## config.mk

```make
export PLATFORM = sky130hd
export DESIGN_NAME = i2c_bit_level_master_core_flat
export DESIGN_NICKNAME = d
export VERILOG_FILES = /design/src/rtl/i2cm_pkg.sv /design/src/rtl/i2cm_if.sv /design/src/rtl/i2cm_seq.sv /design/src/rtl/i2c_bit_level_master_core.sv /design/src/flat_wrapper.sv
export SDC_FILE = /design/constraint.sdc
export NUM_CORES = 1
export LEC_CHECK = 0
export BUFFER_PORTS_ARGS = -buffer_cell sky130_fd_sc_hd__buf_2
export CAP_MARGIN = 20
export CORE_MARGIN = 3
export CORE_UTILIZATION = 50
export DETAILED_ROUTE_END_ITERATION = 7
export GPL_TIMING_DRIVEN = 0
export PLACE_DENSITY = 0.7
export SYNTH_ARGS = -nofsm -noshare
export SYNTH_HDL_FRONTEND = slang
export SYNTH_HIERARCHICAL = 1
export SYNTH_SLANG_ARGS = --single-unit
export TNS_END_PERCENT = 10
```

## constraint.sdc

```tcl
create_clock -name clk -period 12.1 [get_ports clk]
set_clock_uncertainty 0.2 [all_clocks]
set_input_delay 0.605 -clock clk [delete_from_list [all_inputs] [get_ports clk]]
set_output_delay 0.605 -clock clk [all_outputs]
set_load 0.005 [all_outputs]
```

## src/rtl/i2cm_pkg.sv

```systemverilog
package i2cm_pkg;

  // Default width of the segment delay counter
  localparam int DELAY_BITS_DEF = 19;

  // Configuration register indexes
  localparam logic REG_UNIT_TICKS  = 1'b0;
  localparam logic REG_ACK_TIMEOUT = 1'b1;

  localparam logic [15:0] UNIT_TICKS_RST  = 16'd1;
  localparam logic [7:0]  ACK_TIMEOUT_RST = 8'd250;

  // Segment lengths in delay units
  localparam logic [2:0] UNITS_NONE  = 3'd0;
  localparam logic [2:0] UNITS_READ  = 3'd1;
  localparam logic [2:0] UNITS_BIT   = 3'd2;
  localparam logic [2:0] UNITS_EDGE  = 3'd4;

  typedef enum logic [2:0] {
    REQ_NONE     = 3'd0,
    REQ_START    = 3'd1,
    REQ_STOP     = 3'd2,
    REQ_WRITE    = 3'd3,
    REQ_READ     = 3'd4,
    REQ_WAIT_ACK = 3'd5
  } req_t;

  typedef enum logic [3:0] {
    PH_IDLE   = 4'd0,
    PH_ST_A   = 4'd1,
    PH_ST_B   = 4'd2,
    PH_SP_A   = 4'd3,
    PH_SP_B   = 4'd4,
    PH_WR_SET = 4'd5,
    PH_WR_HI  = 4'd6,
    PH_WR_LO  = 4'd7,
    PH_RD_LO  = 4'd8,
    PH_RD_HI  = 4'd9,
    PH_AK_LO  = 4'd10,
    PH_AK_HI  = 4'd11,
    PH_POLL   = 4'd12,
    PH_FIN    = 4'd13
  } phase_t;

  typedef struct packed {
    logic [2:0] req_type;
    logic [7:0] tx_byte;
    logic       ack_after_read;
    logic       sda_level;
  } in_item_t;

  typedef struct packed {
    logic       scl_level;
    logic       sda_value;
    logic       sda_drive_enable;
    logic       busy_res;
    logic       done_res;
    logic [7:0] rx_byte;
    logic       ack_error;
  } out_item_t;

endpackage

```

## src/rtl/i2cm_if.sv

```systemverilog
// Tick channel into the sequencer
interface i2cm_in_if;
  logic       valid;
  logic       ready;
  logic [2:0] req_type;
  logic [7:0] tx_byte;
  logic       ack_after_read;
  logic       sda_level;

  modport source (output valid, req_type, tx_byte, ack_after_read, sda_level, input ready);
  modport sink   (input valid, req_type, tx_byte, ack_after_read, sda_level, output ready);
endinterface

// Line levels and status out of the sequencer
interface i2cm_out_if;
  logic       valid;
  logic       ready;
  logic       scl_level;
  logic       sda_value;
  logic       sda_drive_enable;
  logic       busy_res;
  logic       done_res;
  logic [7:0] rx_byte;
  logic       ack_error;

  modport source (output valid, scl_level, sda_value, sda_drive_enable, busy_res, done_res,
                  rx_byte, ack_error, input ready);
  modport sink   (input valid, scl_level, sda_value, sda_drive_enable, busy_res, done_res,
                  rx_byte, ack_error, output ready);
endinterface

// Register write channel
interface i2cm_cfg_if;
  logic        valid;
  logic        ready;
  logic        idx;
  logic [15:0] data;

  modport source (output valid, idx, data, input ready);
  modport sink   (input valid, idx, data, output ready);
endinterface

```

## src/rtl/i2cm_seq.sv

```systemverilog
module i2cm_seq
  import i2cm_pkg::*;
#(
  parameter int DELAY_BITS = DELAY_BITS_DEF
) (
  input  logic        clk,
  input  logic        rst_n,
  input  logic        step,
  input  in_item_t    item,
  input  logic [15:0] unit_ticks,
  input  logic [7:0]  ack_timeout,
  output out_item_t   res
);

  localparam int LW = 19;
  localparam int CW = (DELAY_BITS > LW) ? DELAY_BITS : LW;
  localparam logic [CW-1:0] DMAX = CW'((64'(1) << DELAY_BITS) - 64'(1));

  phase_t                phase_r, phase_nxt;
  logic [3:0]            bit_count_r, bit_count_nxt;
  logic [7:0]            shift_r, shift_nxt;
  logic [DELAY_BITS-1:0] delay_r, delay_nxt;
  logic [7:0]            poll_r, poll_nxt;
  logic [7:0]            rd_res_r, rd_res_nxt;
  logic                  tmo_r, tmo_nxt;
  logic                  scl_r, scl_nxt;
  logic                  sda_r, sda_nxt;
  logic                  oe_r, oe_nxt;
  logic                  ack_r, ack_nxt;

  logic [15:0]           unit_len;
  logic [DELAY_BITS-1:0] rd_tap;
  logic [DELAY_BITS-1:0] len_bit, len_edge, len_read;

  // Segment length minus one, saturated to the counter
  function automatic logic [DELAY_BITS-1:0] seg_cnt(input logic [2:0] units,
                                                    input logic [15:0] ulen);
    logic [CW-1:0] len;
    len = CW'(units) * CW'(ulen);
    if (len != '0) len = len - CW'(1);
    if (len > DMAX) len = DMAX;
    return len[DELAY_BITS-1:0];
  endfunction

  assign unit_len = (unit_ticks == 16'd0) ? 16'd1 : unit_ticks;
  assign rd_tap   = DELAY_BITS'((CW'(unit_len) - CW'(1)) & DMAX);
  assign len_bit  = seg_cnt(UNITS_BIT, unit_len);
  assign len_edge = seg_cnt(UNITS_EDGE, unit_len);
  assign len_read = seg_cnt(UNITS_READ, unit_len);

  // One tick: take a command when idle, show lines, then advance
  always_comb begin
    phase_nxt     = phase_r;
    bit_count_nxt = bit_count_r;
    shift_nxt     = shift_r;
    delay_nxt     = delay_r;
    poll_nxt      = poll_r;
    rd_res_nxt    = rd_res_r;
    tmo_nxt       = tmo_r;
    scl_nxt       = scl_r;
    sda_nxt       = sda_r;
    oe_nxt        = oe_r;
    ack_nxt       = ack_r;

    if (phase_r == PH_IDLE) begin
      case (req_t'(item.req_type))
        REQ_START: begin
          phase_nxt = PH_ST_A; delay_nxt = len_edge;
          scl_nxt = 1'b1; sda_nxt = 1'b1; oe_nxt = 1'b1;
        end
        REQ_STOP: begin
          phase_nxt = PH_SP_A; delay_nxt = len_edge;
          scl_nxt = 1'b0; sda_nxt = 1'b0; oe_nxt = 1'b1;
        end
        REQ_WRITE: begin
          shift_nxt = item.tx_byte; bit_count_nxt = 4'd0;
          phase_nxt = PH_WR_SET; delay_nxt = len_bit;
          scl_nxt = 1'b0; sda_nxt = item.tx_byte[7]; oe_nxt = 1'b1;
        end
        REQ_READ: begin
          shift_nxt = 8'd0; bit_count_nxt = 4'd0; ack_nxt = item.ack_after_read;
          phase_nxt = PH_RD_LO; delay_nxt = len_bit;
          scl_nxt = 1'b0; sda_nxt = 1'b1; oe_nxt = 1'b0;
        end
        REQ_WAIT_ACK: begin
          poll_nxt = 8'd0;
          phase_nxt = PH_POLL; delay_nxt = '0;
          scl_nxt = 1'b1; sda_nxt = 1'b1; oe_nxt = 1'b0;
        end
        default: ;
      endcase
    end

    // Levels shown on this tick
    res.scl_level        = scl_nxt;
    res.sda_value        = sda_nxt;
    res.sda_drive_enable = oe_nxt;
    res.busy_res         = (phase_nxt != PH_IDLE);
    res.done_res         = (phase_nxt == PH_FIN);

    if (phase_nxt == PH_FIN) begin
      phase_nxt = PH_IDLE;
    end else if (phase_nxt == PH_POLL) begin
      if (!item.sda_level) begin
        tmo_nxt = 1'b0;
        phase_nxt = PH_FIN; delay_nxt = '0;
        scl_nxt = 1'b0; sda_nxt = 1'b1; oe_nxt = 1'b0;
      end else if (poll_nxt >= ack_timeout) begin
        tmo_nxt = 1'b1;
        phase_nxt = PH_SP_A; delay_nxt = len_edge;
        scl_nxt = 1'b0; sda_nxt = 1'b0; oe_nxt = 1'b1;
      end else begin
        poll_nxt = poll_nxt + 8'd1;
      end
    end else if (phase_nxt != PH_IDLE) begin
      // Sample SDA on the first high tick of a read bit
      if (phase_nxt == PH_RD_HI && delay_nxt == rd_tap)
        shift_nxt = {shift_nxt[6:0], item.sda_level};
      if (delay_nxt != '0) begin
        delay_nxt = delay_nxt - DELAY_BITS'(1);
      end else begin
        case (phase_nxt)
          PH_ST_A: begin
            phase_nxt = PH_ST_B; delay_nxt = len_edge;
            scl_nxt = 1'b1; sda_nxt = 1'b0; oe_nxt = 1'b1;
          end
          PH_ST_B: begin
            phase_nxt = PH_FIN;
            scl_nxt = 1'b0; sda_nxt = 1'b0; oe_nxt = 1'b1;
          end
          PH_SP_A: begin
            phase_nxt = PH_SP_B; delay_nxt = len_edge;
            scl_nxt = 1'b1; sda_nxt = 1'b1; oe_nxt = 1'b1;
          end
          PH_SP_B: phase_nxt = PH_FIN;
          PH_WR_SET: begin
            phase_nxt = PH_WR_HI; delay_nxt = len_bit;
            scl_nxt = 1'b1; oe_nxt = 1'b1;
          end
          PH_WR_HI: begin
            phase_nxt = PH_WR_LO; delay_nxt = len_bit;
            scl_nxt = 1'b0; oe_nxt = 1'b1;
          end
          PH_WR_LO: begin
            bit_count_nxt = bit_count_nxt + 4'd1;
            shift_nxt = {shift_nxt[6:0], 1'b0};
            if (bit_count_nxt[3]) begin
              phase_nxt = PH_FIN;
            end else begin
              phase_nxt = PH_WR_SET; delay_nxt = len_bit;
              scl_nxt = 1'b0; sda_nxt = shift_nxt[7]; oe_nxt = 1'b1;
            end
          end
          PH_RD_LO: begin
            phase_nxt = PH_RD_HI; delay_nxt = len_read;
            scl_nxt = 1'b1; sda_nxt = 1'b1; oe_nxt = 1'b0;
          end
          PH_RD_HI: begin
            bit_count_nxt = bit_count_nxt + 4'd1;
            delay_nxt = len_bit; scl_nxt = 1'b0;
            if (bit_count_nxt[3]) begin
              phase_nxt = PH_AK_LO; sda_nxt = ~ack_nxt; oe_nxt = 1'b1;
            end else begin
              phase_nxt = PH_RD_LO; sda_nxt = 1'b1; oe_nxt = 1'b0;
            end
          end
          PH_AK_LO: begin
            phase_nxt = PH_AK_HI; delay_nxt = len_bit;
            scl_nxt = 1'b1; oe_nxt = 1'b1;
          end
          PH_AK_HI: begin
            rd_res_nxt = shift_nxt;
            phase_nxt = PH_FIN;
            scl_nxt = 1'b0; oe_nxt = 1'b1;
          end
          default: phase_nxt = PH_IDLE;
        endcase
      end
    end

    res.rx_byte   = rd_res_nxt;
    res.ack_error = tmo_nxt;
  end

  // Sequencer state
  always_ff @(posedge clk) begin
    if (!rst_n) begin
      phase_r     <= PH_IDLE;
      bit_count_r <= 4'd0;
      shift_r     <= 8'd0;
      delay_r     <= '0;
      poll_r      <= 8'd0;
      rd_res_r    <= 8'd0;
      tmo_r       <= 1'b0;
      scl_r       <= 1'b1;
      sda_r       <= 1'b1;
      oe_r        <= 1'b1;
      ack_r       <= 1'b0;
    end else if (step) begin
      phase_r     <= phase_nxt;
      bit_count_r <= bit_count_nxt;
      shift_r     <= shift_nxt;
      delay_r     <= delay_nxt;
      poll_r      <= poll_nxt;
      rd_res_r    <= rd_res_nxt;
      tmo_r       <= tmo_nxt;
      scl_r       <= scl_nxt;
      sda_r       <= sda_nxt;
      oe_r        <= oe_nxt;
      ack_r       <= ack_nxt;
    end
  end

endmodule

```

## src/rtl/i2c_bit_level_master_core.sv

```systemverilog
// I2C master line sequencer.
// in_ch carries one clock tick per transfer: an optional command (start, stop,
// write byte, read byte, wait for acknowledge) and the sampled SDA level.
// Commands arriving while a command is in progress are ignored.
// out_ch returns one transfer per input tick: SCL level, SDA value and drive
// enable, busy, done, the last read byte and the acknowledge timeout flag.
// cfg_ch writes unit_ticks (index 0) and ack_timeout (index 1); it is always
// ready; the user must write it only while the sequencer is idle (not enforced).
// A tick taken from in_ch lands in the input register, is processed and is
// captured in the result register, from which out_ch takes it. One tick per
// cycle is taken while out_ch does not stall; the input register and the
// result register each hold one tick.
// When out_ch stalls, the result register holds, the input register fills and
// in_ch drops ready; nothing is lost and the line state does not advance.
// Reset (synchronous, rst_n low) returns to idle with SCL and SDA high and
// driven, both channels empty and the configuration registers at their reset values.
module i2c_bit_level_master_core
  import i2cm_pkg::*;
#(
  parameter int DELAY_BITS = DELAY_BITS_DEF
) (
  input  logic         clk,
  input  logic         rst_n,
  i2cm_in_if.sink      in_ch,
  i2cm_out_if.source   out_ch,
  i2cm_cfg_if.sink     cfg_ch
);

  logic        in_v_r;
  in_item_t    in_item_r;
  logic        out_v_r;
  out_item_t   out_item_r;
  logic [15:0] unit_ticks_r;
  logic [7:0]  ack_timeout_r;

  logic        adv;
  logic        step;
  out_item_t   seq_res;

  assign adv   = !out_v_r || out_ch.ready;
  assign step  = in_v_r && adv;
  assign in_ch.ready  = !in_v_r || step;
  assign cfg_ch.ready = 1'b1;

  // Input register
  always_ff @(posedge clk) begin
    if (!rst_n) begin
      in_v_r <= 1'b0;
    end else if (in_ch.ready) begin
      in_v_r <= in_ch.valid;
    end
  end

  always_ff @(posedge clk) begin
    if (in_ch.valid && in_ch.ready) begin
      in_item_r.req_type       <= in_ch.req_type;
      in_item_r.tx_byte        <= in_ch.tx_byte;
      in_item_r.ack_after_read <= in_ch.ack_after_read;
      in_item_r.sda_level      <= in_ch.sda_level;
    end
  end

  // Configuration registers
  always_ff @(posedge clk) begin
    if (!rst_n) begin
      unit_ticks_r  <= UNIT_TICKS_RST;
      ack_timeout_r <= ACK_TIMEOUT_RST;
    end else if (cfg_ch.valid) begin
      case (cfg_ch.idx)
        REG_UNIT_TICKS:  unit_ticks_r  <= cfg_ch.data;
        REG_ACK_TIMEOUT: ack_timeout_r <= cfg_ch.data[7:0];
        default: ;
      endcase
    end
  end

  i2cm_seq #(
    .DELAY_BITS(DELAY_BITS)
  ) u_seq (
    .clk         (clk),
    .rst_n       (rst_n),
    .step        (step),
    .item        (in_item_r),
    .unit_ticks  (unit_ticks_r),
    .ack_timeout (ack_timeout_r),
    .res         (seq_res)
  );

  // Result register
  always_ff @(posedge clk) begin
    if (!rst_n) begin
      out_v_r <= 1'b0;
    end else if (adv) begin
      out_v_r <= in_v_r;
    end
  end

  always_ff @(posedge clk) begin
    if (step) begin
      out_item_r <= seq_res;
    end
  end

  assign out_ch.valid            = out_v_r;
  assign out_ch.scl_level        = out_item_r.scl_level;
  assign out_ch.sda_value        = out_item_r.sda_value;
  assign out_ch.sda_drive_enable = out_item_r.sda_drive_enable;
  assign out_ch.busy_res         = out_item_r.busy_res;
  assign out_ch.done_res         = out_item_r.done_res;
  assign out_ch.rx_byte          = out_item_r.rx_byte;
  assign out_ch.ack_error        = out_item_r.ack_error;

endmodule

```

## src/flat_wrapper.sv

```systemverilog
// flat-port wrapper written by rule: the top's interface ports become plain ports
module i2c_bit_level_master_core_flat import i2cm_pkg::*;
#(
  parameter int DELAY_BITS = DELAY_BITS_DEF
)
  (clk, rst_n, in_ch_valid, in_ch_req_type, in_ch_tx_byte, in_ch_ack_after_read, in_ch_sda_level, in_ch_ready, out_ch_valid, out_ch_scl_level, out_ch_sda_value, out_ch_sda_drive_enable, out_ch_busy_res, out_ch_done_res, out_ch_rx_byte, out_ch_ack_error, out_ch_ready, cfg_ch_valid, cfg_ch_idx, cfg_ch_data, cfg_ch_ready);
  i2cm_in_if in_ch_i ();
  i2cm_out_if out_ch_i ();
  i2cm_cfg_if cfg_ch_i ();
  input  logic clk;
  input  logic rst_n;
  input wire logic [$bits(in_ch_i.valid)-1:0] in_ch_valid;
  input wire logic [$bits(in_ch_i.req_type)-1:0] in_ch_req_type;
  input wire logic [$bits(in_ch_i.tx_byte)-1:0] in_ch_tx_byte;
  input wire logic [$bits(in_ch_i.ack_after_read)-1:0] in_ch_ack_after_read;
  input wire logic [$bits(in_ch_i.sda_level)-1:0] in_ch_sda_level;
  output wire logic [$bits(in_ch_i.ready)-1:0] in_ch_ready;
  output wire logic [$bits(out_ch_i.valid)-1:0] out_ch_valid;
  output wire logic [$bits(out_ch_i.scl_level)-1:0] out_ch_scl_level;
  output wire logic [$bits(out_ch_i.sda_value)-1:0] out_ch_sda_value;
  output wire logic [$bits(out_ch_i.sda_drive_enable)-1:0] out_ch_sda_drive_enable;
  output wire logic [$bits(out_ch_i.busy_res)-1:0] out_ch_busy_res;
  output wire logic [$bits(out_ch_i.done_res)-1:0] out_ch_done_res;
  output wire logic [$bits(out_ch_i.rx_byte)-1:0] out_ch_rx_byte;
  output wire logic [$bits(out_ch_i.ack_error)-1:0] out_ch_ack_error;
  input wire logic [$bits(out_ch_i.ready)-1:0] out_ch_ready;
  input wire logic [$bits(cfg_ch_i.valid)-1:0] cfg_ch_valid;
  input wire logic [$bits(cfg_ch_i.idx)-1:0] cfg_ch_idx;
  input wire logic [$bits(cfg_ch_i.data)-1:0] cfg_ch_data;
  output wire logic [$bits(cfg_ch_i.ready)-1:0] cfg_ch_ready;
  assign in_ch_i.valid = in_ch_valid;
  assign in_ch_i.req_type = in_ch_req_type;
  assign in_ch_i.tx_byte = in_ch_tx_byte;
  assign in_ch_i.ack_after_read = in_ch_ack_after_read;
  assign in_ch_i.sda_level = in_ch_sda_level;
  assign in_ch_ready = in_ch_i.ready;
  assign out_ch_valid = out_ch_i.valid;
  assign out_ch_scl_level = out_ch_i.scl_level;
  assign out_ch_sda_value = out_ch_i.sda_value;
  assign out_ch_sda_drive_enable = out_ch_i.sda_drive_enable;
  assign out_ch_busy_res = out_ch_i.busy_res;
  assign out_ch_done_res = out_ch_i.done_res;
  assign out_ch_rx_byte = out_ch_i.rx_byte;
  assign out_ch_ack_error = out_ch_i.ack_error;
  assign out_ch_i.ready = out_ch_ready;
  assign cfg_ch_i.valid = cfg_ch_valid;
  assign cfg_ch_i.idx = cfg_ch_idx;
  assign cfg_ch_i.data = cfg_ch_data;
  assign cfg_ch_ready = cfg_ch_i.ready;
  i2c_bit_level_master_core #(.DELAY_BITS(DELAY_BITS)) u_core (.clk(clk), .rst_n(rst_n), .in_ch(in_ch_i), .out_ch(out_ch_i), .cfg_ch(cfg_ch_i));
endmodule
```

==> impl_metrics.toml <==
[cells_and_area]
nets = 1142
stdcell_count = 1308
regArea_mm2 = 0.00245
fill_cells = 1488
drive_gt1_share_pct = 10.2
most-common-layout-cells = "nand2_1, o21ai_0, nor2_1"
multi_input_area_mm2 = 0.00508
n_antenna_cell = 0
final_area_mm2 = 0.00882
area_growth_pct = 10.6
layout_commonest_cell = "nand2_1"

[sta]
fin_tns_setup_ps = 0
tightest_slew_ps = 1130
setup_viol = 0
finalHoldViolations = 0
min_period_over_period_pct = 59.7
period_needed_ps = 7220
relSlewSlack_pct = 23.8
rsz0062_at_grt = "no"
fmax_ghz = 0.138
slew_violations = 0
holdWs_ps = 217

[flow_run]
drv_cap = 0

[yosys]
seq_area_frac_synth_pct = 30.7
syn_area_mm2 = 0.00798
synth_cell_types = 85
avgSynthCellArea_um2 = 7.75
syn_inst = 1029
synth_edf_count = 27
synth_area_leader_cell = "dfxtp_1"
synth_top_area_share_pct = 20.6
syn-num-nets = 1079
ys_async_sr_fraction_pct = 0
synth-main-ff-cell = "dfxtp_1"
ys_top_cells_by_area = "dfxtp_1, edfxtp_1, o21ai_0"
ys_ff_latch = 109
yosys_warnings = 6

[grt]
grt_pass1_vias = 7861
grt_antenna_before_repair = 0
grt_pass1_wl_mm = 43.7
overflow = 0
grt_use_total_pct = 31.2
grt_max_degree = 21

[clocking]
cts.reportedPaths.clkPinSlew_ps = 80
cts_max_level = 3
ctsResizeCount = 0
clk_path_buf_depth = 2
holdBufCountCts = 0
cts_setup_buffers = 0
cts_tree = "built"
cts_num_sinks = 109
insertion_delay_ps = 360
cts_buffers = 9
cts.root.buffer_cell = "clkbuf_16"

[run_status]
status = "finished, final reports clean"

[floorplanning]
fp-row-count = 45
die_area_mm2 = 0.0175
die_h_um = 132
core-area_mm2 = 0.0154
num_io_pins = 52
die_w_um = 132
start_util_pct = 51.7

[power]
leakagePower_nw = 3.36
p_per_area_mw_per_mm2 = 117
peakVddDrop_mv = 0.0708

[drt]
vias_per_cell = 6.56
drc = 0
wl_mm = 28.2
via_count = 8583
first_iter_violations = 1368
first_pass_iters = 6
avgRoutedWirePerCell_um = 21.6
ant_nets = 0

[worst_setup_path]
reg2reg_from = "u_core/unit_ticks_r[12]$_SDFFE_PN0P_"
crit_start = "u_core/unit_ticks_r[12]$_SDFFE_PN0P_"
crit_type = "reg2reg"
cp-end-kind = "flop"
cp.arrival_ps = 7120
worst_setup_path_start_kind = "flop"
cp_max_fo = 10
reg2reg_slack_ps = 4880
cp.required_ps = 12000

[min_path]
min_from = "in_ch_tx_byte[5]"
min_path_type = "in2reg"

[place]
port_buffers = 48
gp_congestion = 0.981
postPlaceCellArea_mm2 = 0.00851
dpl.hpwl_mm = 20.9
place_inst = 1290
## synth_stat cells (7+ instances only)
cell type and number:
or4_1 10, nor2b_1 12, a21oi_1 46, and3_1 9, a31oi_1 12, mux2i_1 39, nand2_1 135, o22ai_1 14
edfxtp_1 27, buf_2 7, nand3_1 43, and2_1 15, xnor2_1 22, inv_1 27, ha_1 15, or2_2 8
o221ai_1 10, dfxtp_1 82, o21ai_0 107, clkbuf_1 56, o41ai_1 7, o211ai_1 15, nor4_1 10, a22o_1 14
a32o_1 8, nor2_1 89, nor3_1 21, nand4_1 8, nand2b_1 11, a211oi_1 10, a221oi_1 12
## per-stage QoR
stage	total power, mW	setup WS, ps	utilization (%)
finish	1.04	4880	57.2
CTS	1.02	5110	57.1
detailed placement	0.718	5160	55.2
global placement	0.722	5010	55.0
floorplan	0.624	6490	-
global route	1.08	4500	57.2
## worst max-delay path: stages (launching register included)
cell	delay (ps)
dfxtp_1	330
clkbuf_1	370
nor4_4	140
and4_1	210
buf_2	150
a21oi_1	330
ha_1	330
nor3b_1	300
and4_1	250
clkinv_1	270
ha_1	580
o21ai_0	120
a21oi_1	140
o21ai_0	100
o32a_1	520
nand2b_1	230
nor3_2	370
and4b_1	240
clkbuf_1	340
clkbuf_1	530
nand3_1	360
clkbuf_1	310
nand2_1	120
o21ai_0	100
## final timing paths
kind | to | cells after the start
worst max-delay path | u_core/out_ch.rx_byte[0]$_DFFE_PP_ | 23
worst min register to register | u_core/unit_ticks_r[13]$_SDFFE_PN0P_ | 2
worst max register to register | u_core/out_ch.rx_byte[0]$_DFFE_PP_ | 23
worst min-delay path | u_core/in_item_r[7]$_DFFE_PP_ | 1
## power by group
group | switching [mW] | internal (mW)
registers | 0.0121 | 0.389
clock network | 0.156 | 0.152
logic | 0.222 | 0.105
total | 0.390 | 0.646
## final cells by class
class,instances,area share [%]
plain buffers,73,3.90
clock buffers,10,2.71
clock inverters,6,0.709
inverters,31,1.32
multi-input cells,816,57.5
flip-flops and latches,109,27.8
well taps,211,2.99
repair buffers,52,3.03
## cell families (layout without fill, tap and decap cells)
logic type	after synthesis	in the layout	share of synthesized area [%]
buffers and inverters	104	172	5.77
other	1	1	0.0470
flip-flops	109	109	30.7
adder cells (fa/ha/maj)	15	15	2.35
XOR/XNOR	28	28	3.07
multiplexers	41	41	5.18
AND/OR/NAND/NOR	403	403	25.0
AO/OA/AOI/OAI	328	328	27.8
## layer usage
metal | track usage, % | wire, um
met5 | 0 | 0
met4 | 12.3 | 1140
met3 | 8.55 | 3330
met2 | 45.1 | 11800
met1 | 44.1 | 12000
## sequential cells by signal (all words and copies together), names as in the netlist, 4 cells and up
name                      count
u_core/u_seq/rd_res_r         8
u_core/unit_ticks_r          16
u_core/u_seq/bit_count_r      4
u_core/in_item_r             13
u_core/u_seq/shift_r          8
u_core/u_seq/phase_r          4
u_core/u_seq/delay_r         19
u_core/out_ch.rx_byte         8
u_core/ack_timeout_r          8
u_core/u_seq/poll_r           8
Note: power is estimated with default switching activity, not from simulation.
